--- config.mk ---
export PLATFORM = sky130hd
export DESIGN_NAME = swipe_gesture_playback_flat
export DESIGN_NICKNAME = d
export VERILOG_FILES = /design/src/design/sgp_pkg.sv /design/src/design/sgp_if.sv /design/src/design/swipe_gesture_playback.sv /design/src/flat_wrapper.sv
export SDC_FILE = /design/constraint.sdc
export NUM_CORES = 2
export LEC_CHECK = 0
export CAP_MARGIN = 40
export CORE_MARGIN = 3
export CORE_UTILIZATION = 65
export CTS_CLUSTER_DIAMETER = 60
export DETAILED_ROUTE_END_ITERATION = 10
export DONT_BUFFER_PORTS = 1
export PLACE_DENSITY = 0.9
export SYNTH_ARGS = -nofsm -noshare
export SYNTH_HDL_FRONTEND = slang
export SYNTH_SLANG_ARGS = --single-unit
--- constraint.sdc ---
create_clock -name clk -period 16.1 [get_ports clk]
set_input_delay 3.22 -clock clk [delete_from_list [all_inputs] [get_ports clk]]
set_output_delay 3.22 -clock clk [all_outputs]
set_load 0.005 [all_outputs]
--- src/design/sgp_pkg.sv ---
// Shared codes, register indexes and fixed widths for the swipe gesture playback block.
package sgp_pkg;

  localparam int ACTION_W = 2;
  localparam int THRESH_W = 16;
  localparam int CFG_DATA_W = 16;
  localparam int CFG_INDEX_W = 1;

  localparam logic [ACTION_W-1:0] ACT_DOWN = 2'd0;
  localparam logic [ACTION_W-1:0] ACT_UP   = 2'd1;
  localparam logic [ACTION_W-1:0] ACT_TICK = 2'd2;

  localparam logic [CFG_INDEX_W-1:0] REG_ENABLE    = 1'd0;
  localparam logic [CFG_INDEX_W-1:0] REG_THRESHOLD = 1'd1;

  localparam int PHASE_W = 2;
  localparam logic [PHASE_W-1:0] PH_IDLE = 2'd0;
  localparam logic [PHASE_W-1:0] PH_DOWN = 2'd1;
  localparam logic [PHASE_W-1:0] PH_MOVE = 2'd2;
  localparam logic [PHASE_W-1:0] PH_DONE = 2'd3;

  typedef logic [ACTION_W-1:0] action_t;

endpackage

--- src/design/sgp_if.sv ---
// Valid/ready channel interfaces for finger events and touch contact beats.
interface sgp_event_if
  import sgp_pkg::*;
#(
  parameter int COORD_BITS = 16
);
  logic                  valid;
  logic                  ready;
  action_t               action;
  logic [COORD_BITS-1:0] pos_x;
  logic [COORD_BITS-1:0] pos_y;

  modport source (output valid, output action, output pos_x, output pos_y, input ready);
  modport sink (input valid, input action, input pos_x, input pos_y, output ready);
endinterface

interface sgp_touch_if #(
  parameter int FRAC_BITS = 10
);
  logic                 valid;
  logic                 ready;
  logic                 touch_write;
  logic                 touch_down;
  logic [FRAC_BITS-1:0] touch_x;
  logic [FRAC_BITS-1:0] touch_y;
  logic                 button_write;
  logic                 button_pressed;

  modport source (output valid, output touch_write, output touch_down, output touch_x,
                  output touch_y, output button_write, output button_pressed, input ready);
  modport sink (input valid, input touch_write, input touch_down, input touch_x,
                input touch_y, input button_write, input button_pressed, output ready);
endinterface

--- src/design/swipe_gesture_playback.sv ---
// Eight-direction swipe recognizer that replays each gesture as touch contact beats.
//
// The block takes one event beat per cycle (finger down, finger up or poll tick) and
// delivers at most one touch contact beat for it. An accepted event is held in the input
// register, and from there the block works out the displacement from the stored start
// point, the three products |dx|^2, |dy|^2 and |dx|*|dy| in parallel multipliers, the
// distance and sector compares, and the next gesture state. The rising edge that moves
// the input register on updates the gesture state and loads the result register that
// drives the contact channel; an event goes through the input and result registers.
// Events flow at one per cycle as long as the result register is empty or
// being taken. When a result waits unclaimed, the input register holds and event ready
// drops. A finger-up that moves at least the threshold is snapped to one of eight
// 45-degree sectors with exact integer compares; a shorter one is a tap at the centre.
// Enabled ticks then play back the gesture: HOLD_FRAMES pressed beats at the centre
// with the click button down, HOLD_FRAMES beats at the endpoint, then a release. A
// finger-down during playback cancels it with a release beat. Configuration writes are
// taken at any edge where cfg_we is high and must only be made while no event is in
// flight.
module swipe_gesture_playback
  import sgp_pkg::*;
#(
  parameter int COORD_BITS  = 16,
  parameter int FRAC_BITS   = 10,
  parameter int HOLD_FRAMES = 2
) (
  input  logic                   clk,
  input  logic                   rst,
  input  logic                   cfg_we,
  input  logic [CFG_INDEX_W-1:0] cfg_index,
  input  logic [CFG_DATA_W-1:0]  cfg_data,
  sgp_event_if.sink              gesture,
  sgp_touch_if.source            contact
);

  localparam int W        = COORD_BITS;
  localparam int PROD_W   = 2 * W;
  localparam int SUM_W    = 2 * W + 2;
  localparam int THR_SQ_W = 2 * THRESH_W;
  localparam int CMP_W    = (SUM_W > THR_SQ_W) ? SUM_W : THR_SQ_W;
  localparam int FC_W     = $clog2(HOLD_FRAMES + 1);

  localparam logic [FRAC_BITS-1:0] Q_CENTRE = FRAC_BITS'(1 << (FRAC_BITS - 1));
  localparam logic [FRAC_BITS-1:0] Q_HIGH   = FRAC_BITS'((18 * (1 << FRAC_BITS) + 10) / 20);
  localparam logic [FRAC_BITS-1:0] Q_LOW    = FRAC_BITS'((2 * (1 << FRAC_BITS) + 10) / 20);
  localparam logic [FC_W-1:0]      HOLD_LAST = FC_W'(HOLD_FRAMES);

  // The input register moves whenever the result register can take a new value.
  logic adv;
  assign adv = !contact.valid || contact.ready;
  assign gesture.ready = adv;

  // Configuration registers and the squared threshold.
  logic                swipe_enable;
  logic [THRESH_W-1:0] distance_threshold;
  logic [THR_SQ_W-1:0] thr_sq;

  // Gesture state.
  logic                 finger_active;
  logic [W-1:0]         start_x;
  logic [W-1:0]         start_y;
  logic [PHASE_W-1:0]   playback_phase;
  logic [FC_W-1:0]      frame_count;
  logic [FRAC_BITS-1:0] end_x;
  logic [FRAC_BITS-1:0] end_y;

  // Input register.
  logic         a_valid;
  action_t      a_action;
  logic [W-1:0] a_px;
  logic [W-1:0] a_py;

  // Displacement and decision. With a = |dx| and b = |dy|, the move is horizontal
  // when a^2 > 2ab + b^2 and vertical when b^2 > 2ab + a^2; anything else is diagonal.
  logic                 xneg;
  logic                 yneg;
  logic [W-1:0]         abs_x;
  logic [W-1:0]         abs_y;
  logic [PROD_W-1:0]    aa;
  logic [PROD_W-1:0]    bb;
  logic [PROD_W-1:0]    ab;
  logic [SUM_W-1:0]     dist2;
  logic [SUM_W-1:0]     horiz_rhs;
  logic [SUM_W-1:0]     vert_rhs;
  logic                 is_zero;
  logic                 is_swipe;
  logic                 horiz;
  logic                 vert;
  logic [FRAC_BITS-1:0] sect_x;
  logic [FRAC_BITS-1:0] sect_y;

  always_comb begin
    thr_sq    = THR_SQ_W'(distance_threshold) * THR_SQ_W'(distance_threshold);
    xneg      = a_px < start_x;
    yneg      = a_py < start_y;
    abs_x     = xneg ? (start_x - a_px) : (a_px - start_x);
    abs_y     = yneg ? (start_y - a_py) : (a_py - start_y);
    aa        = PROD_W'(abs_x) * PROD_W'(abs_x);
    bb        = PROD_W'(abs_y) * PROD_W'(abs_y);
    ab        = PROD_W'(abs_x) * PROD_W'(abs_y);
    dist2     = SUM_W'(aa) + SUM_W'(bb);
    horiz_rhs = (SUM_W'(ab) << 1) + SUM_W'(bb);
    vert_rhs  = (SUM_W'(ab) << 1) + SUM_W'(aa);
    is_zero   = (abs_x == '0) && (abs_y == '0);
    is_swipe  = CMP_W'(dist2) >= CMP_W'(thr_sq);
    horiz     = SUM_W'(aa) > horiz_rhs;
    vert      = SUM_W'(bb) > vert_rhs;
    if (is_zero) begin
      // A zero move that still counts as a swipe goes to the right.
      sect_x = Q_HIGH;
      sect_y = Q_CENTRE;
    end else if (horiz) begin
      sect_x = xneg ? Q_LOW : Q_HIGH;
      sect_y = Q_CENTRE;
    end else if (vert) begin
      sect_x = Q_CENTRE;
      sect_y = yneg ? Q_LOW : Q_HIGH;
    end else begin
      sect_x = xneg ? Q_LOW : Q_HIGH;
      sect_y = yneg ? Q_LOW : Q_HIGH;
    end
  end

  // Gesture state machine and result selection for the event in the input register.
  logic                 finger_next;
  logic [PHASE_W-1:0]   phase_next;
  logic [FC_W-1:0]      frame_next;
  logic [FC_W-1:0]      frame_inc;
  logic [FRAC_BITS-1:0] end_x_next;
  logic [FRAC_BITS-1:0] end_y_next;
  logic                 res_valid;
  logic                 res_down;
  logic [FRAC_BITS-1:0] res_x;
  logic [FRAC_BITS-1:0] res_y;
  logic                 res_bw;
  logic                 res_bp;

  always_comb begin
    finger_next = finger_active;
    phase_next  = playback_phase;
    frame_next  = frame_count;
    end_x_next  = end_x;
    end_y_next  = end_y;
    frame_inc   = frame_count + FC_W'(1);
    res_valid   = 1'b0;
    res_down    = 1'b0;
    res_x       = end_x;
    res_y       = end_y;
    res_bw      = 1'b0;
    res_bp      = 1'b0;
    if (a_valid) begin
      unique case (a_action)
        ACT_DOWN: begin
          if (playback_phase != PH_IDLE) begin
            // Cancel playback with a release at the stored endpoint.
            res_valid  = 1'b1;
            res_bw     = 1'b1;
            phase_next = PH_IDLE;
          end
          finger_next = 1'b1;
        end
        ACT_UP: begin
          if (finger_active) begin
            finger_next = 1'b0;
            end_x_next  = is_swipe ? sect_x : Q_CENTRE;
            end_y_next  = is_swipe ? sect_y : Q_CENTRE;
            phase_next  = PH_DOWN;
            frame_next  = '0;
          end
        end
        ACT_TICK: begin
          if (swipe_enable) begin
            unique case (playback_phase)
              PH_DOWN: begin
                res_valid = 1'b1;
                res_down  = 1'b1;
                res_x     = Q_CENTRE;
                res_y     = Q_CENTRE;
                res_bw    = 1'b1;
                res_bp    = 1'b1;
                if (frame_inc >= HOLD_LAST) begin
                  phase_next = PH_MOVE;
                  frame_next = '0;
                end else begin
                  frame_next = frame_inc;
                end
              end
              PH_MOVE: begin
                res_valid = 1'b1;
                res_down  = 1'b1;
                if (frame_inc >= HOLD_LAST) begin
                  phase_next = PH_DONE;
                  frame_next = '0;
                end else begin
                  frame_next = frame_inc;
                end
              end
              PH_DONE: begin
                res_valid  = 1'b1;
                res_bw     = 1'b1;
                phase_next = PH_IDLE;
              end
              default: begin
              end
            endcase
          end
        end
        default: begin
        end
      endcase
    end
  end

  // Control registers.
  always_ff @(posedge clk) begin
    if (rst) begin
      swipe_enable       <= 1'b0;
      distance_threshold <= THRESH_W'(15);
      finger_active      <= 1'b0;
      start_x            <= '0;
      start_y            <= '0;
      playback_phase     <= PH_IDLE;
      frame_count        <= '0;
      end_x              <= Q_CENTRE;
      end_y              <= Q_CENTRE;
      a_valid            <= 1'b0;
      contact.valid      <= 1'b0;
    end else begin
      if (adv) begin
        a_valid        <= gesture.valid;
        contact.valid  <= res_valid;
        finger_active  <= finger_next;
        playback_phase <= phase_next;
        frame_count    <= frame_next;
        end_x          <= end_x_next;
        end_y          <= end_y_next;
        if (a_valid && a_action == ACT_DOWN) begin
          start_x <= a_px;
          start_y <= a_py;
        end
      end
      if (cfg_we) begin
        unique case (cfg_index)
          REG_ENABLE: begin
            swipe_enable <= cfg_data[0];
            if (!cfg_data[0]) begin
              finger_active <= 1'b0;
            end
          end
          REG_THRESHOLD: begin
            distance_threshold <= cfg_data[THRESH_W-1:0];
          end
          default: begin
          end
        endcase
      end
    end
  end

  // Payload registers.
  always_ff @(posedge clk) begin
    if (adv) begin
      if (gesture.valid) begin
        a_action <= gesture.action;
        a_px     <= gesture.pos_x;
        a_py     <= gesture.pos_y;
      end
      if (res_valid) begin
        contact.touch_down     <= res_down;
        contact.touch_x        <= res_x;
        contact.touch_y        <= res_y;
        contact.button_write   <= res_bw;
        contact.button_pressed <= res_bp;
      end
    end
  end

  // Every contact beat updates the touch state.
  assign contact.touch_write = 1'b1;

endmodule

--- src/flat_wrapper.sv ---
// flat-port wrapper written by rule: the top's interface ports become plain ports
module swipe_gesture_playback_flat import sgp_pkg::*;
#(
  parameter int COORD_BITS  = 16,
  parameter int FRAC_BITS   = 10,
  parameter int HOLD_FRAMES = 2
)
  (clk, rst, cfg_we, cfg_index, cfg_data, gesture_valid, gesture_action, gesture_pos_x, gesture_pos_y, gesture_ready, contact_valid, contact_touch_write, contact_touch_down, contact_touch_x, contact_touch_y, contact_button_write, contact_button_pressed, contact_ready);
  sgp_event_if #(.COORD_BITS(COORD_BITS)) gesture_i ();
  sgp_touch_if #(.FRAC_BITS(FRAC_BITS)) contact_i ();
  input  logic clk;
  input  logic rst;
  input  logic cfg_we;
  input  logic [CFG_INDEX_W-1:0] cfg_index;
  input  logic [CFG_DATA_W-1:0] cfg_data;
  input wire logic [$bits(gesture_i.valid)-1:0] gesture_valid;
  input wire logic [$bits(gesture_i.action)-1:0] gesture_action;
  input wire logic [$bits(gesture_i.pos_x)-1:0] gesture_pos_x;
  input wire logic [$bits(gesture_i.pos_y)-1:0] gesture_pos_y;
  output wire logic [$bits(gesture_i.ready)-1:0] gesture_ready;
  output wire logic [$bits(contact_i.valid)-1:0] contact_valid;
  output wire logic [$bits(contact_i.touch_write)-1:0] contact_touch_write;
  output wire logic [$bits(contact_i.touch_down)-1:0] contact_touch_down;
  output wire logic [$bits(contact_i.touch_x)-1:0] contact_touch_x;
  output wire logic [$bits(contact_i.touch_y)-1:0] contact_touch_y;
  output wire logic [$bits(contact_i.button_write)-1:0] contact_button_write;
  output wire logic [$bits(contact_i.button_pressed)-1:0] contact_button_pressed;
  input wire logic [$bits(contact_i.ready)-1:0] contact_ready;
  assign gesture_i.valid = gesture_valid;
  assign gesture_i.action = gesture_action;
  assign gesture_i.pos_x = gesture_pos_x;
  assign gesture_i.pos_y = gesture_pos_y;
  assign gesture_ready = gesture_i.ready;
  assign contact_valid = contact_i.valid;
  assign contact_touch_write = contact_i.touch_write;
  assign contact_touch_down = contact_i.touch_down;
  assign contact_touch_x = contact_i.touch_x;
  assign contact_touch_y = contact_i.touch_y;
  assign contact_button_write = contact_i.button_write;
  assign contact_button_pressed = contact_i.button_pressed;
  assign contact_i.ready = contact_ready;
  swipe_gesture_playback #(.COORD_BITS(COORD_BITS), .FRAC_BITS(FRAC_BITS), .HOLD_FRAMES(HOLD_FRAMES)) u_core (.clk(clk), .rst(rst), .cfg_we(cfg_we), .cfg_index(cfg_index), .cfg_data(cfg_data), .gesture(gesture_i), .contact(contact_i));
endmodule
; Word level (Yosys, flattened, before mapping)
; Index checks and enable logic that the tools add are counted.
[word_totals]
regBits = 133
inputBits = 56
output_inout_bits = 26
[classes]
n_addsub = 8
n_mul = 4
magnitude_cmp = 6
n_eq_ne = 12
mux = 47
n_bitwise = 1
n_reduce_logical = 22
[ops]
columns = cell, count
row1 = 2-to-1 mux 10 bit, 17
row2 = multiplier 16 x 16 -> 32 bit, 4
row3 = adder 33 x 32 -> 34 bit, 2
row4 = > comparator 32 x 34 -> 1 bit, 2
row5 = subtractor 16 bit, 4
row6 = greater-or-equal comparator 34 x 32 -> 1 bit, 1
row7 = adder 32 x 32 -> 33 bit, 1
row8 = zero test 16 bit, 2
row9 = less-than comparator 16 bit, 2
row10 = 2-to-1 mux 16 bit, 2
row11 = 2-to-1 mux 2 bit, 9
row12 = 2-to-1 mux 1 bit, 13
row13 = one-hot mux 2 bit (3 select lines), 2
row14 = AND reduction 2 bit, 5
row15 = AND reduction 9 bit, 1
row16 = "equality test 2 bit, second input constant", 3
row17 = "inequality test 2 x 1 -> 1 bit, second input constant", 3
row18 = "inequality test 3 x 2 -> 1 bit, second input constant", 2
row19 = one-hot mux 1 bit (2 select lines), 3
row20 = AND reduction 6 bit, 1
row21 = "equality test 2 x 1 -> 1 bit, second input constant", 2
row22 = "inequality test 4 x 3 -> 1 bit, second input constant", 1
row23 = one-hot mux 2 bit (2 select lines), 1
row24 = AND reduction 4 bit, 1
row25 = 13 further kinds, 16

; Longest topological paths before layout
[depth]
ltp_word = 9
mapped_depth = 59
ltp_nobuf = 57

; Worst setup path after synthesis
; No wires, ideal clock.
[synth_timing]
path_type = register -> register
start = reg u_core.a_py[0]
end = reg u_core.end_x[9]
setup_ns = 0.122
t_arrival_ns = 12.260
t_required_ns = 15.978
slack_ns = 3.718
stages_incl_launch_ff = 60
path_buffers = 2
path_cell_list = edfxtp_1 > inv_1 > ha_1 > inv_1 > fa_1 > a21o_1 > a221o_1 > a31oi_4 > o31ai_4 > clkbuf_1 > mux2i_1 > xor2_1 > clkbuf_1 > inv_1 > nand2_1 > inv_1 > fa_1 > inv_1 > (+24 left out) > a221o_1 > a211oi_1 > a21oi_1 > maj3_1 > a21o_1 > a21o_1 > mux2i_1 > a2111oi_0 > ha_1 > nand4_1 > nor4_1 > nand3_1 > nand3_1 > a21oi_1 > nand3b_1 > o31ai_2 > a211oi_1 > o32a_1
[synth_via]
elab_chain_len = 9
word_cells_on_any_way = 18
[synth_rtl]
columns = item, line
row1 = from (decl), swipe_gesture_playback.sv:70  ; logic [W-1:0] a_py;
row2 = from (signal assigned), swipe_gesture_playback.sv:265  ; a_py <= gesture.pos_y;
row3 = subtractor 16 bit / less-than comparator 16 bit (equally long branches), "swipe_gesture_playback.sv:96, swipe_gesture_playback.sv:94"
row4 = 2-to-1 mux 16 bit (*), swipe_gesture_playback.sv:96  ; abs_y = yneg ? (start_y - a_py) : (a_py - start_y);
row5 = multiplier 16 x 16 -> 32 bit, swipe_gesture_playback.sv:99  ; ab = PROD_W'(abs_x) * PROD_W'(abs_y);
row6 = adder 33 x 32 -> 34 bit, swipe_gesture_playback.sv:102  ; vert_rhs = (SUM_W'(ab) << 1) + SUM_W'(aa);
row7 = > comparator 32 x 34 -> 1 bit, swipe_gesture_playback.sv:106  ; vert = SUM_W'(bb) > vert_rhs;
row8 = 2-to-1 mux 10 bit, swipe_gesture_playback.sv:114  ; end else if (vert) begin
row9 = 2-to-1 mux 10 bit, swipe_gesture_playback.sv:111  ; end else if (horiz) begin
row10 = 2-to-1 mux 10 bit, swipe_gesture_playback.sv:107  ; if (is_zero) begin
row11 = 2-to-1 mux 10 bit (*), swipe_gesture_playback.sv:164  ; end_x_next = is_swipe ? sect_x : Q_CENTRE;
row12 = to (signal assigned), swipe_gesture_playback.sv:234  ; end_x <= end_x_next;
row13 = to (decl), swipe_gesture_playback.sv:63  ; logic [FRAC_BITS-1:0] end_x;
; Mark *: on every way between the ends. The rest lies on a longest branch, timed or not.
; A chain may end at the register's enable or synchronous reset.

; Worst setup path after layout
[layout_timing]
start = reg u_core.a_px[0]
end = reg u_core.end_x[9]
[layout_via]
elab_chain_len = 9
word_cells_on_any_way = 19
[layout_rtl]
columns = item, line
row1 = from (decl), swipe_gesture_playback.sv:69  ; logic [W-1:0] a_px;
row2 = from (signal assigned), swipe_gesture_playback.sv:264  ; a_px <= gesture.pos_x;
row3 = subtractor 16 bit / less-than comparator 16 bit (equally long branches), "swipe_gesture_playback.sv:95, swipe_gesture_playback.sv:93"
row4 = 2-to-1 mux 16 bit, swipe_gesture_playback.sv:95  ; abs_x = xneg ? (start_x - a_px) : (a_px - start_x);
row5 = multiplier 16 x 16 -> 32 bit (on tied branches), "swipe_gesture_playback.sv:97, swipe_gesture_playback.sv:99"
row6 = adder 33 x 32 -> 34 bit, swipe_gesture_playback.sv:102
row7 = > comparator 32 x 34 -> 1 bit, swipe_gesture_playback.sv:106
row8 = 2-to-1 mux 10 bit, swipe_gesture_playback.sv:114
row9 = 2-to-1 mux 10 bit, swipe_gesture_playback.sv:111
row10 = 2-to-1 mux 10 bit, swipe_gesture_playback.sv:107
row11 = 2-to-1 mux 10 bit (*), swipe_gesture_playback.sv:164
; Marked as above.

==> impl_metrics.toml <==
[worst_setup_path]
startpoint = "u_core.a_px[0]$_DFFE_PP_"
cp.arrival_ps = 14890
reg2regPathDepth = 48
worstReg2RegStart = "u_core.a_px[0]$_DFFE_PP_"
crit_cells = 48
cp_slowest_stage_delay_ps = 840
critical_path.top_delay_family = "compound AO/OA/AOI/OAI gates"
endpoint = "u_core.end_x[9]$_SDFFE_PP1P_"
cp-end-kind = "flip-flop"
worstSetupPathType = "flip-flop to flip-flop"
worst_r2r_endpoint = "u_core.end_x[9]$_SDFFE_PP1P_"
required_ps = 16360
crit_slowest_cell = "o311ai_0"
rrSetupSlack_ps = 1470
crit_path_start_kind = "flip-flop"
path_max_fanout = 22
path_buf_inv = 8

[die]
dieArea_sq_um = 69000
start_util_pct = 66.1
core_sq_um = 64800
rows = 93
die_height_microns = 263
die_w_microns = 263
ios = 82

[final_layout]
stdcell_count = 5833
nets = 6372
layout_commonest_cell = "inv_1"
n_fill_cell = 4811
syn2layout_area_growth_pct = 2.76
drive_gt1_share_pct = 2.63
final_cell_mix = "inv_1 (1063), fa_1 (689), ha_1 (654)"
multi_input_area_sq_um = 35500
diodes = 0
seq_area_sq_um = 2630

[route]
drt-total-wl_microns = 109000
drtIter0Drc = 2677
via_per_inst = 6.00
firstDrtPassIters = 6
drtAntennaViolNets = 0
wire_per_inst_microns = 18.7
vias = 35000
drc = 0

[clock_network]
cts.clk_slew.worst_paths_ps = 80
cts_buffers = 9
clock-sinks = 109
root_buffer = "clkbuf_16"
hold_buffers = 0
htreeDepth = 3
clockBufferDepth = 2
clk_latency_ps = 380
ctsResizeCount = 0
cts_setup_buffers = 0
cts_tree = "done"

[sta]
slew_headroom_pct = 33.6
timing.final.crit_share_pct = 90.9
finalWorstSetupSlack_ps = 1470
tightest_slew_ps = 995
setup_violations = 0
hold_viol_final = 0
finClkSkew_ps = 11.1
rsz0062_at_grt = "false"
fmax_ghz = 0.0684
whs_ps = 457
setup_tns_ps = 0
maxSlewViolCount = 0
finalCriticalPeriod_ps = 14630

[place]
placed_cells = 5817
dp_hpwl_microns = 89700
gp_congestion = 0.972
pre_cts_ws_ps = 1840
place.port_buffers = 0

[synthesis]
async_flop_share_pct = 0
synth-edff-count = 45
synth-seq-cells = 109
yosysWarnings = 0
avgSynthCellArea_sq_um = 8.44
syn_area_sq_um = 42800
yosys-top-cells-area = "fa_1 (32%), ha_1 (19%), inv_1 (9.3%)"
synth.distinct_cells = 91
netlist_instances = 5072
yosysTopAreaCell = "fa_1"
ys_seq_area_share_pct = 6.15
synth-main-ff-cell = "dfxtp_1"
synth_top_area_share_pct = 32.2

[grt]
grt_use_total_pct = 31.8
grt_start_max_net_pins = 60
grt_antenna_before_repair = 3
grt_overflow = 0
grt_pass1_vias = 36600
grt_first_pass_wirelength_microns = 179000

[worst_hold_path]
hold_class = "flip-flop to flip-flop"

[run_status]
status = "finished, final reports clean"

[flow_run]
cap_violations = 0
cell families after synthesis:
family	after synthesis	synth area share, %
AOI/OAI and AO/OA	819	12.3
xor gates and xnor gates	241	5.01
and+or+nand+nor	1290	13.5
muxes	23	0.552
adders and majority gates	1347	51.4
DFF	109	6.15
buffers and inverters	1241	11.1
other	2	0.0175
area by class of cell:
class                           count  share of cell area, %
Sequential cell                   109                   5.98
Clock inverter                      7                  0.156
Multi-Input combinational cell   3723                   80.7
Clock buffer                        9                  0.512
Tap cell                          855                   2.43
Timing Repair Buffer               60                   1.04
Inverter                         1070                   9.13
how the worst min path moves through the flow:
stage	cells after the start	slack, ps	end	start
2_1_floorplan	2	420	u_core.end_x[6]$_SDFFE_PP0P_	u_core.end_x[6]$_SDFFE_PP0P_
3_3_place_gp	1	430	u_core.end_y[1]$_SDFFE_PP0P_	u_core.end_y[1]$_SDFFE_PP0P_
3_5_place_dp	2	440	u_core.start_x[15]$_SDFFE_PP0P_	u_core.start_x[15]$_SDFFE_PP0P_
4_1_cts	2	450	u_core.start_x[15]$_SDFFE_PP0P_	u_core.start_x[15]$_SDFFE_PP0P_
5_1_grt	2	490	u_core.start_y[15]$_SDFFE_PP0P_	u_core.start_y[15]$_SDFFE_PP0P_
6_report	2	460	u_core.start_y[15]$_SDFFE_PP0P_	u_core.start_y[15]$_SDFFE_PP0P_
synth_stat cells (all sizes together) (6+ instances only):
| master | count |
|---|---|
| inv | 1068 |
| fa | 689 |
| ha | 654 |
| nand2 | 534 |
| nor2 | 382 |
| a21oi | 300 |
| xnor2 | 162 |
| a21o | 149 |
| clkbuf | 138 |
| o21ai | 128 |
| xor2 | 79 |
| and2 | 72 |
| dfxtp | 64 |
| nand2b | 51 |
| edfxtp | 45 |
| nand3 | 45 |
| nor2b | 42 |
| nor3 | 41 |
| o21a | 37 |
| nand4 | 34 |
| buf | 33 |
| a211oi | 29 |
| o21bai | 29 |
| a31oi | 21 |
| and3 | 21 |
| mux2i | 18 |
| o211ai | 14 |
| o31ai | 13 |
| or3 | 13 |
| nor4 | 12 |
| and4 | 10 |
| a221o | 9 |
| a211o | 8 |
| a221oi | 8 |
| nand3b | 8 |
| or2 | 8 |
| o2111ai | 7 |
| o311ai | 7 |
| o31a | 7 |
| a41oi | 6 |
| o22ai | 6 |
metal layers:
metal	global-route usage, %	part of all wire [%]
met5	0	0.011
met2	52.0	46
met4	18.7	6.9
met3	6.05	10
met1	39.3	37
worst register-to-register path, delay by kind of cell (launching register included):
family | cells | cell delay [ps]
muxes | 1 | 360
AOI/OAI and AO/OA | 18 | 5780
xor gates and xnor gates | 3 | 550
and+or+nand+nor | 7 | 2030
DFF | 1 | 460
buffers and inverters | 8 | 1260
adders and majority gates | 11 | 4090
sequential cells by signal, indices dropped and copies added (netlist names), 2 cells and up:
| name | count |
|---|---|
| u_core.a_action | 2 |
| u_core.frame_count | 2 |
| u_core.start_x | 16 |
| u_core.end_y | 4 |
| u_core.distance_threshold | 16 |
| u_core.playback_phase | 2 |
| u_core.start_y | 16 |
| u_core.contact.touch_y | 4 |
| u_core.a_py | 16 |
| u_core.end_x | 4 |
| u_core.a_px | 16 |
| u_core.contact.touch_x | 4 |
stage by stage:
stage,cell area [sq um],util [%]
floorplan,42800,-
global placement,43700,67.4
detailed placement,43700,67.4
CTS,44000,67.9
global route,44000,67.9
finish,44000,67.9
Power is left out: the tool's default activity adds up to more than one toggle a clock period on the data nets, which glitch-free logic cannot reach.
